## config.mk

```make
export PLATFORM = sky130hd
export DESIGN_NAME = monotonic_table_interpolator
export DESIGN_NICKNAME = d
export VERILOG_FILES = /design/src/rtl/mti_pkg.sv /design/src/rtl/mti_divider.sv /design/src/rtl/monotonic_table_interpolator.sv
export SDC_FILE = /design/constraint.sdc
export NUM_CORES = 2
export LEC_CHECK = 0
export BUFFER_PORTS_ARGS = -buffer_cell sky130_fd_sc_hd__buf_2
export CAP_MARGIN = 20
export CORE_MARGIN = 2
export CORE_UTILIZATION = 45
export DETAILED_ROUTE_END_ITERATION = 8
export MAX_ROUTING_LAYER = met4
export PLACE_DENSITY = 0.67
export SYNTH_ARGS = -nofsm -noshare
export SYNTH_HDL_FRONTEND = slang
export SYNTH_SLANG_ARGS = --single-unit
```

## constraint.sdc

```tcl
create_clock -name clk -period 15.3 [get_ports clk]
set_input_delay 0.765 -clock clk [delete_from_list [all_inputs] [get_ports clk]]
set_output_delay 0.765 -clock clk [all_outputs]
set_load 0.01 [all_outputs]
```

## src/rtl/mti_pkg.sv

```systemverilog
// Package with shared constants for the monotonic table interpolator.
`default_nettype none
package mti_pkg;
  localparam int ENTRY_COUNT_DEF = 64;
  localparam int INDEX_W = 6;
  localparam logic [1:0] OP_WRITE = 2'd0;
  localparam logic [1:0] OP_FWD = 2'd1;
  localparam logic [1:0] OP_INV = 2'd2;
  localparam logic [1:0] OP_NOP = 2'd3;
  localparam logic [1:0] ST_OK = 2'd0;
  localparam logic [1:0] ST_RANGE = 2'd1;
  localparam logic [1:0] ST_MONO = 2'd2;
endpackage
`default_nettype wire

```

## src/rtl/mti_divider.sv

```systemverilog
// Restoring serial divider, one quotient bit per cycle, truncating toward zero.
`default_nettype none
module mti_divider (
  input  wire logic        clk,
  input  wire logic        rst_n,
  input  wire logic        start,
  input  wire logic [47:0] dividend,
  input  wire logic [39:0] divisor,
  output logic             done,
  output logic [47:0]      quotient
);
  logic [47:0] q_r, q_nxt;
  logic [48:0] rem_r, rem_nxt;
  logic [39:0] den_r;
  logic [5:0]  cnt_r;
  logic        busy_r;
  logic [48:0] trial;

  // One shift and subtract step per cycle.
  always_comb begin
    trial = {rem_r[47:0], q_r[47]};
    q_nxt = {q_r[46:0], 1'b0};
    rem_nxt = trial;
    if (trial >= {9'd0, den_r}) begin
      rem_nxt = trial - {9'd0, den_r};
      q_nxt[0] = 1'b1;
    end
  end

  always_ff @(posedge clk) begin
    if (!rst_n) begin
      busy_r <= 1'b0;
      done <= 1'b0;
      cnt_r <= '0;
    end else begin
      done <= 1'b0;
      if (start) begin
        busy_r <= 1'b1;
        cnt_r <= 6'd0;
        q_r <= dividend;
        rem_r <= '0;
        den_r <= divisor;
      end else if (busy_r) begin
        q_r <= q_nxt;
        rem_r <= rem_nxt;
        cnt_r <= cnt_r + 6'd1;
        if (cnt_r == 6'd47) begin
          busy_r <= 1'b0;
          done <= 1'b1;
        end
      end
    end
  end
  assign quotient = q_r;
endmodule
`default_nettype wire

```

## src/rtl/monotonic_table_interpolator.sv

```systemverilog
// Top level of the monotonic table interpolator.
// A forward lookup makes two table reads through the single registered memory port and one
// multiply. An inverse lookup walks the table once through that port to check monotonicity
// and find the bracket, then runs the serial divider. The block accepts one item at a time;
// the result register holds one beat and the next item can be taken while it waits. A result
// that is still stalled when the next one is ready holds the block until it leaves.
`default_nettype none
module monotonic_table_interpolator #(
  parameter int ENTRY_COUNT = mti_pkg::ENTRY_COUNT_DEF
) (
  input  wire logic                          clk,
  input  wire logic                          rst_n,
  input  wire logic                          cfg_we,
  input  wire logic signed [8:0]             cfg_min_angle_degrees,
  input  wire logic                          in_valid,
  output logic                               in_stall,
  input  wire logic [1:0]                    in_opcode,
  input  wire logic [mti_pkg::INDEX_W-1:0]   in_entry_index,
  input  wire logic signed [31:0]            in_entry_steps,
  input  wire logic signed [17:0]            in_angle_in,
  input  wire logic signed [31:0]            in_steps_in,
  output logic                               out_valid,
  input  wire logic                          out_stall,
  output logic [1:0]                         out_status,
  output logic signed [31:0]                 out_result_value
);
  localparam int AW = $clog2(ENTRY_COUNT);
  localparam int CW = AW + 1;
  localparam logic [CW-1:0] LAST = CW'(ENTRY_COUNT - 1);

  localparam logic [3:0] S_IDLE = 4'd0, S_WR = 4'd1, S_F0 = 4'd2, S_F1 = 4'd3,
    S_F2 = 4'd4, S_F3 = 4'd5, S_I0 = 4'd6, S_I1 = 4'd7, S_I2 = 4'd8,
    S_IDIV = 4'd9, S_IWAIT = 4'd10, S_DONE = 4'd11;

  logic [3:0] state_r;
  logic signed [31:0] mem [ENTRY_COUNT];
  logic signed [31:0] rd_r;
  logic [AW-1:0] raddr;
  logic signed [8:0] min_r;
  logic [1:0] op_r;
  logic [mti_pkg::INDEX_W-1:0] idx_r;
  logic signed [31:0] wd_r, s_r;
  logic signed [17:0] ang_r;
  logic [CW-1:0] i_r;
  logic [CW-1:0] pi_r;
  logic signed [31:0] prev_r, lo_r, hi_r;
  logic up_r, found_r, mono_bad_r;
  logic [CW-1:0] bi_r;
  logic [1:0] st_r;
  logic signed [31:0] res_r;
  logic signed [19:0] t_r;
  logic signed [42:0] prod_r;
  logic div_start, div_done;
  logic [47:0] div_q;
  logic signed [32:0] d;
  logic signed [19:0] tcalc;
  logic [47:0] num;
  logic [39:0] den;
  logic dir, bad, hit;

  // Table memory with one registered read port.
  always_ff @(posedge clk) begin
    if (state_r == S_WR && 9'(idx_r) < 9'(ENTRY_COUNT))
      mem[AW'(idx_r)] <= wd_r;
    rd_r <= mem[raddr];
  end

  assign raddr = i_r[AW-1:0];
  assign d = 33'(rd_r) - 33'(prev_r);
  assign tcalc = 20'(ang_r) - 20'($signed({min_r, 8'd0}));
  assign in_stall = (state_r != S_IDLE);

  // Inverse walk: the first pair sets the direction and every later pair must agree.
  assign dir = (pi_r == '0) ? (d > 0) : up_r;
  assign bad = (d == 0) || (dir && d < 0) || (!dir && d > 0);
  assign hit = dir ? (s_r >= prev_r && s_r <= rd_r) : (s_r <= prev_r && s_r >= rd_r);

  // Divider operands: magnitude of 256*(s-lo) over magnitude of (hi-lo).
  always_comb begin
    logic signed [33:0] a, b;
    a = 34'(s_r) - 34'(lo_r);
    b = 34'(hi_r) - 34'(lo_r);
    num = 48'(a[33] ? -a : a) << 8;
    den = 40'(b[33] ? -b : b);
  end
  assign div_start = (state_r == S_IDIV);

  mti_divider u_div (
    .clk(clk), .rst_n(rst_n), .start(div_start), .dividend(num),
    .divisor(den), .done(div_done), .quotient(div_q)
  );

  // Sequencer.
  always_ff @(posedge clk) begin
    if (!rst_n) begin
      state_r <= S_IDLE;
      out_valid <= 1'b0;
      min_r <= '0;
      i_r <= '0;
    end else begin
      if (cfg_we) min_r <= cfg_min_angle_degrees;
      if (out_valid && !out_stall && state_r != S_DONE) out_valid <= 1'b0;
      unique case (state_r)
        S_IDLE: begin
          if (in_valid && !in_stall) begin
            op_r <= in_opcode; idx_r <= in_entry_index; wd_r <= in_entry_steps;
            ang_r <= in_angle_in; s_r <= in_steps_in;
            st_r <= mti_pkg::ST_OK; res_r <= '0;
            i_r <= '0; found_r <= 1'b0; mono_bad_r <= 1'b0;
            case (in_opcode)
              mti_pkg::OP_WRITE: state_r <= S_WR;
              mti_pkg::OP_FWD: state_r <= S_F0;
              mti_pkg::OP_INV: state_r <= S_I0;
              default: state_r <= S_DONE;
            endcase
          end
        end
        S_WR: state_r <= S_DONE;
        S_F0: begin
          t_r <= tcalc;
          if (tcalc < 0 || tcalc > 20'(LAST) * 20'sd256) begin
            st_r <= mti_pkg::ST_RANGE; state_r <= S_DONE;
          end else begin
            i_r <= CW'(tcalc[19:8]); state_r <= S_F1;
          end
        end
        S_F1: begin
          if (i_r != LAST) i_r <= i_r + CW'(1);
          state_r <= S_F2;
        end
        S_F2: begin
          lo_r <= rd_r; state_r <= S_F3; prev_r <= rd_r;
        end
        S_F3: begin
          // rd_r now holds the upper entry (or lower again at the last one).
          prod_r <= 43'($signed({1'b0, t_r[7:0]})) * 43'(d);
          hi_r <= rd_r;
          state_r <= S_IWAIT;
        end
        S_IWAIT: begin
          if (op_r == mti_pkg::OP_FWD) begin
            logic signed [42:0] q;
            q = (prod_r < 0) ? -((-prod_r) >>> 8) : (prod_r >>> 8);
            res_r <= 32'(43'(lo_r) + q);
            state_r <= S_DONE;
          end else if (div_done) begin
            res_r <= 32'($signed({min_r, 8'd0})) + 32'({bi_r, 8'd0}) + 32'(div_q);
            state_r <= S_DONE;
          end
        end
        S_I0: begin
          i_r <= CW'(1); state_r <= S_I1;
        end
        S_I1: begin
          prev_r <= rd_r;
          pi_r <= '0;
          if (i_r != LAST) i_r <= i_r + CW'(1);
          state_r <= S_I2;
        end
        S_I2: begin
          // Walk one pair per cycle: rd_r holds entry pi_r + 1 and prev_r entry pi_r.
          if (pi_r == '0) up_r <= dir;
          if (bad) mono_bad_r <= 1'b1;
          if (!found_r && hit) begin
            found_r <= 1'b1; lo_r <= prev_r; hi_r <= rd_r; bi_r <= pi_r;
          end
          prev_r <= rd_r;
          if (pi_r == LAST - CW'(1)) begin
            if (bad || mono_bad_r) begin
              st_r <= mti_pkg::ST_MONO; state_r <= S_DONE;
            end else if (!found_r && !hit) begin
              st_r <= mti_pkg::ST_RANGE; state_r <= S_DONE;
            end else state_r <= S_IDIV;
          end else begin
            pi_r <= pi_r + CW'(1);
            if (i_r != LAST) i_r <= i_r + CW'(1);
          end
        end
        S_IDIV: state_r <= S_IWAIT;
        S_DONE: begin
          if (!out_valid || !out_stall) begin
            out_valid <= 1'b1;
            out_status <= st_r;
            out_result_value <= (st_r == mti_pkg::ST_OK) ? res_r : '0;
            state_r <= S_IDLE;
          end
        end
        default: state_r <= S_IDLE;
      endcase
    end
  end
endmodule
`default_nettype wire

```

# Yosys cells after proc, flatten, opt, wreduce, memory -nomap -nowiden
# Memories as Yosys holds them, arrays and structs flattened. A register that Yosys moved wholly into a read port is not among the register bits.
# Index checks and enable logic that the tools add are counted.
[totals]
register_bits = 486
ram_bits = 2048
out_inout_bits = 36
mem_count = 1
[mem_list]
columns = ["memory", "words", "word_bits", "read_ports", "rd_clocked_by_memory_dff", "write_ports", "line_no", "text"]
rows = [
  ["mem", 64, 32, 1, 1, 1, "monotonic_table_interpolator.sv:36", "logic signed [31:0] mem [ENTRY_COUNT];"],
]
[classes]
add_sub_neg = 15
multipliers = 1
order_cmp = 10
eq_ne = 28
n_mux = 55
n_bitwise = 2
n_reduce_logical = 57
[ops]
columns = ["cell", "n"]
rows = [
  ["$mux W32", 6],
  ["$mux W48", 4],
  ["$pmux W32 S2", 3],
  ["$sub A32 B32 Y33", 3],
  ["$neg A33 Y40", 2],
  ["$add A32 B32 Y32", 2],
  ["$ge A32 B32 Y1", 2],
  ["$le A32 B32 Y1", 2],
  ["$ge A49 B40 Y1", 1],
  ["$sub A48 B40 Y48", 1],
  ["$pmux W4 S11", 1],
  ["$lt A42 B1 Y1 const B", 1],
  ["$mul A9 B33 Y42", 1],
  ["$mux W40", 1],
  ["$neg A40 Y40", 1],
  ["$mux W7", 5],
  ["$pmux W7 S5", 1],
  ["$gt A33 B1 Y1 const B", 1],
  ["$logic_not A33 Y1", 1],
  ["$lt A33 B1 Y1 const B", 1],
  ["$mux W33", 1],
  ["$neg A32 Y32", 1],
  ["$mux W4", 6],
  ["$reduce_and A3 Y1", 7],
  ["41 further kinds", 113],
]

# Logic depth before layout (Yosys ltp)
[logic_depth]
word_depth = 10
mapped_depth = 30
depth_no_buf = 30

# Hierarchy
# From an unflattened synthesis, not the netlist that was laid out.
[hier_totals]
hier_cells = 7441
area_unflattened_um2 = 120449.3
[modules_own_cells]
columns = ["mod", "instances", "cells_per_inst", "area_each_um2", "seq_area_each_um2"]
rows = [
  ["monotonic_table_interpolator", 1, 6686, 112171.3, 72169.2],
  ["mti_divider", 1, 755, 8277.9, 4244.1],
]

# Least setup slack after synthesis
# Ideal clock, no wire load.
[synth_timing]
path_type = "flip-flop to flip-flop"
startpoint = "register rd_r[0], read port of mem"
endpoint = "register prod_r[41] (netlist name)"
arrival_ns = 7.386
required_ns = 15.040
slack_ns = 7.654
stages_incl_launch_ff = 30
n_path_buf = 1
period_less_slack_ns = 7.646
cell_sequence = "dfxtp_1 inv_1 ha_1 inv_1 fa_1 a211oi_1 o21ai_0 a221o_1 a21o_1 xnor2_1 nand2_1 fa_1 inv_1 fa_1 fa_1 inv_1 fa_1 inv_1 ha_1 clkbuf_1 nand2_1 or4_1 or3_1 a31oi_1 a221oi_1 o21ai_0 a211oi_1 o31ai_1 a21oi_1 xnor2_1"
[synth_between]
elab_chain_cells = 2
[synth_rtl]
columns = ["item", "line_no", "text"]
rows = [
  ["start: declaration", "monotonic_table_interpolator.sv:37", "logic signed [31:0] rd_r;"],
  ["$sub A32 B32 Y33", "monotonic_table_interpolator.sv:69", "assign d = 33'(rd_r) - 33'(prev_r);"],
  ["$mul A9 B33 Y42", "monotonic_table_interpolator.sv:136", "prod_r <= 43'($signed({1'b0, t_r[7:0]})) * 43'(d);"],
]
# Every way passes these cells.
# A chain may end at the register's enable or synchronous reset.

# Final worst setup path
[layout_timing]
startpoint = "register rd_r[0], read port of mem"
endpoint = "register prod_r[41] (netlist name)"
[layout_between]
elab_chain_cells = 2
[layout_rtl]
columns = ["item", "line_no"]
rows = [
  ["$sub A32 B32 Y33", "monotonic_table_interpolator.sv:69"],
  ["$mul A9 B33 Y42", "monotonic_table_interpolator.sv:136"],
]
# Every way passes these cells.

==> key figures <==
Worst setup path
  • Startpoint Class: flip-flop
  • Crit path max fanout: 9
  • Crit path DAT: 9920 ps
  • Slowest CP cell: xnor2_1
  • Max incr delay on CP: 760 ps
  • CP Capture Type: flip-flop
  • Critical path class: flip-flop to flip-flop
  • Setup slack, reg-to-reg: 5920 ps
  • WP data required: 15840 ps

Die
  • DIE HEIGHT: 521 um
  • Row Count: 189
  • Initial core utilization: 45.3%
  • I/O pin count: 140
  • Core ar.: 266000 sq um
  • Die width: 521 um
  • Die area: 272000 sq um

STA
  • Worst Max-Slew Pin Slew: 1200 ps
  • Final setup fails: 0
  • Total negative slack: 0 ps
  • Max-slew violations: 0
  • RSZ-0062 raised after global routing: no
  • Hold_ws: 68.4 ps
  • Final min period: 9380 ps
  • Crit share post-route: 61.3%
  • Clock skew: 110 ps
  • Endpoints failing hold: 0
  • Peak Freq: 107 MHz
  • Normalized max-slew margin: 19.4%

Drt
  • Detailed-route via count: 68800
  • DRC Markers: 0
  • Max Used Layer: met4
  • Starting DRT DRC Count: 7545
  • Drt total wl: 316000 um
  • DRT antenna net count: 0
  • DRT met1 WL: 125000 um
  • Met3 WL post-DR: 23900 um
  • WL per Instance: 27.3 um
  • Metal2 WL: 156000 um
  • TritonRoute pass-1 iters: 5
  • Via density per instance: 5.92

Global route
  • Largest net degree at the start of global routing: 123
  • Initial antenna violation count: 18
  • Global route overflow: 0
  • Number of global-route vias before repair: 68600
  • First-pass GRT wire length: 462000 um
  • Gr usage total: 23.8%

Yosys
  • Most common cell in the synthesized netlist: edfxtp_1
  • Register area share after synthesis: 63.4%
  • Synth Flop Type: edfxtp_1
  • Share of the synthesized area in the top cell type: 62.4%
  • Asr flop ratio synth: 0%
  • Yosys synthesis warning count: 0
  • Synth Cell Area: 120000 sq um
  • Cells after synthesis: 7556
  • Top cells by count, synth: edfxtp_1 (2504), mux4_2 (660), inv_1 (523)
  • Area contributors post-synth: edfxtp_1 (62%), mux4_2 (12%), ha_1 (3.8%)
  • Register bit count reported by yosys: 2565
  • EDFF count, synth: 2504
  • Area leader, netlist: edfxtp_1
  • Synthesized area per cell: 15.9 sq um
  • Yosys cell types: 83

CTS
  • Gates resized, CTS repair: 0
  • Clock-pin slew of the registers on the worst-case setup and hold paths: 60 ps
  • Clk root buf: clkbuf_16
  • CTS tree: yes
  • Post-CTS Repair Setup Buffers: 0
  • Number of H-tree levels: 5
  • Skew-Pair Late Insertion Delay: 870 ps
  • CTS Buf Count: 278
  • Max clock buf depth: 4
  • # hold bufs at CTS: 0
  • Clock sink total: 2565

Placement
  • PortBufs: 139
  • Routability cong.: 0.923
  • DP HPWL: 198000 um

Finish
  • Fraction of layout instances using a drive strength above 1: 18.5%
  • Area Growth Syn to Fin: 12.3%
  • Fin nets: 8538

Job
  • Max cap viols: 0

Hold path
  • Hold Crit Class: primary input to flip-flop

Outcome
  • Status: complete, no violations
==> flip-flops by register name, summed over array words and instances, names as in the netlist, 9 cells and up <==
signal,count
ang_r,18
hi_r,32
lo_r,32
mem,2048
min_r,9
out_result_value,32
prev_r,32
prod_r,41
rd_r,32
res_r,32
s_r,32
u_div.den_r,40
u_div.quotient,48
u_div.rem_r,48
wd_r,32
==> through the flow <==
step / setup slack, ps / util (%) / cell area [sq um] / instances
global placement: 6230 / 47.6 / 126000 / 11100
finish: 5920 / 50.9 / 135000 / 11600
CTS: 5970 / 50.8 / 135000 / 11600
detailed placement: 6050 / 47.6 / 126000 / 11100
floorplan: 7650 / - / 120000 / 7562
global route: 5340 / 50.9 / 135000 / 11600
==> logic make-up after synthesis <==
logic type,count (synthesis),share of synthesized area [%]
xor+xnor,292,2.12
simple gates,1566,6.37
flops,2565,63.4
buf+inv,823,2.57
compound gates,1023,5.41
fa+ha+maj,578,7.33
other cells,1,0.00311
mux,708,12.8
==> per-layer routing <==
layer / GRT usage, % / vias up
met5: - / -
met4: 7.86 / 0
met3: 3.16 / 557
met2: 38.5 / 2824
met1: 31.3 / 35600
li1: - / 29700
==> critical path: cells and delay by family (launching register included) <==
family,cells,cell delay (ps)
AO/OA/AOI/OAI,12,3620
XOR/XNOR,2,900
adder cells (fa/ha/maj),7,3000
buffers and inverters,5,290
flip-flops,1,340
AND/OR/NAND/NOR,3,940
==> path summary, 6_finish.rpt <==
kind,cells after the start,from,end
worst min register to register,2,i_r[6]$_SDFFE_PN0P_,i_r[6]$_SDFFE_PN0P_
worst min-delay path,1,in_entry_steps[18],wd_r[18]$_DFFE_PP_
worst max-delay path,29,rd_r[0]$_DFF_P_,prod_r[41]$_DFFE_PP_
worst max register to register,29,rd_r[0]$_DFF_P_,prod_r[41]$_DFFE_PP_
==> cell usage in the layout (no fill, tap or decap), types with 35 or more instances in the layout <==
cell type     n
clkbuf_16   285
nand2b_1     39
nor2_4       65
edfxtp_1   2504
clkinv_1     51
buf_2       139
a21o_1      125
mux4_2      660
and3_1       67
a211oi_1     51
xor2_1       85
nor2_1      254
buf_4       163
and2_1      201
a21oi_1     288
ha_1        366
nand4_1      52
nor3_1       78
dfxtp_1      55
o21a_1       43
clkbuf_1     62
inv_1       522
or3_1        35
fa_1        212
nor2b_1      42
xnor2_1     207
clkinv_2     39
nand2_1     505
nand3_1      95
o21ai_0     241
==> area by class of cell <==
cell class                 count  area, sq um
clock buffer                 352         7430
antenna                       15         37.5
inverter                     524         1970
tap                         3533         4420
fill                       21600       131000
multi-input combinational   4174        41500
timing repair buffer         313         2130
clock inverter               133         1260
sequential                  2565        76400
Power is not shown: default switching activity piles up to over one toggle a cycle in this logic, so the estimate is an artifact.
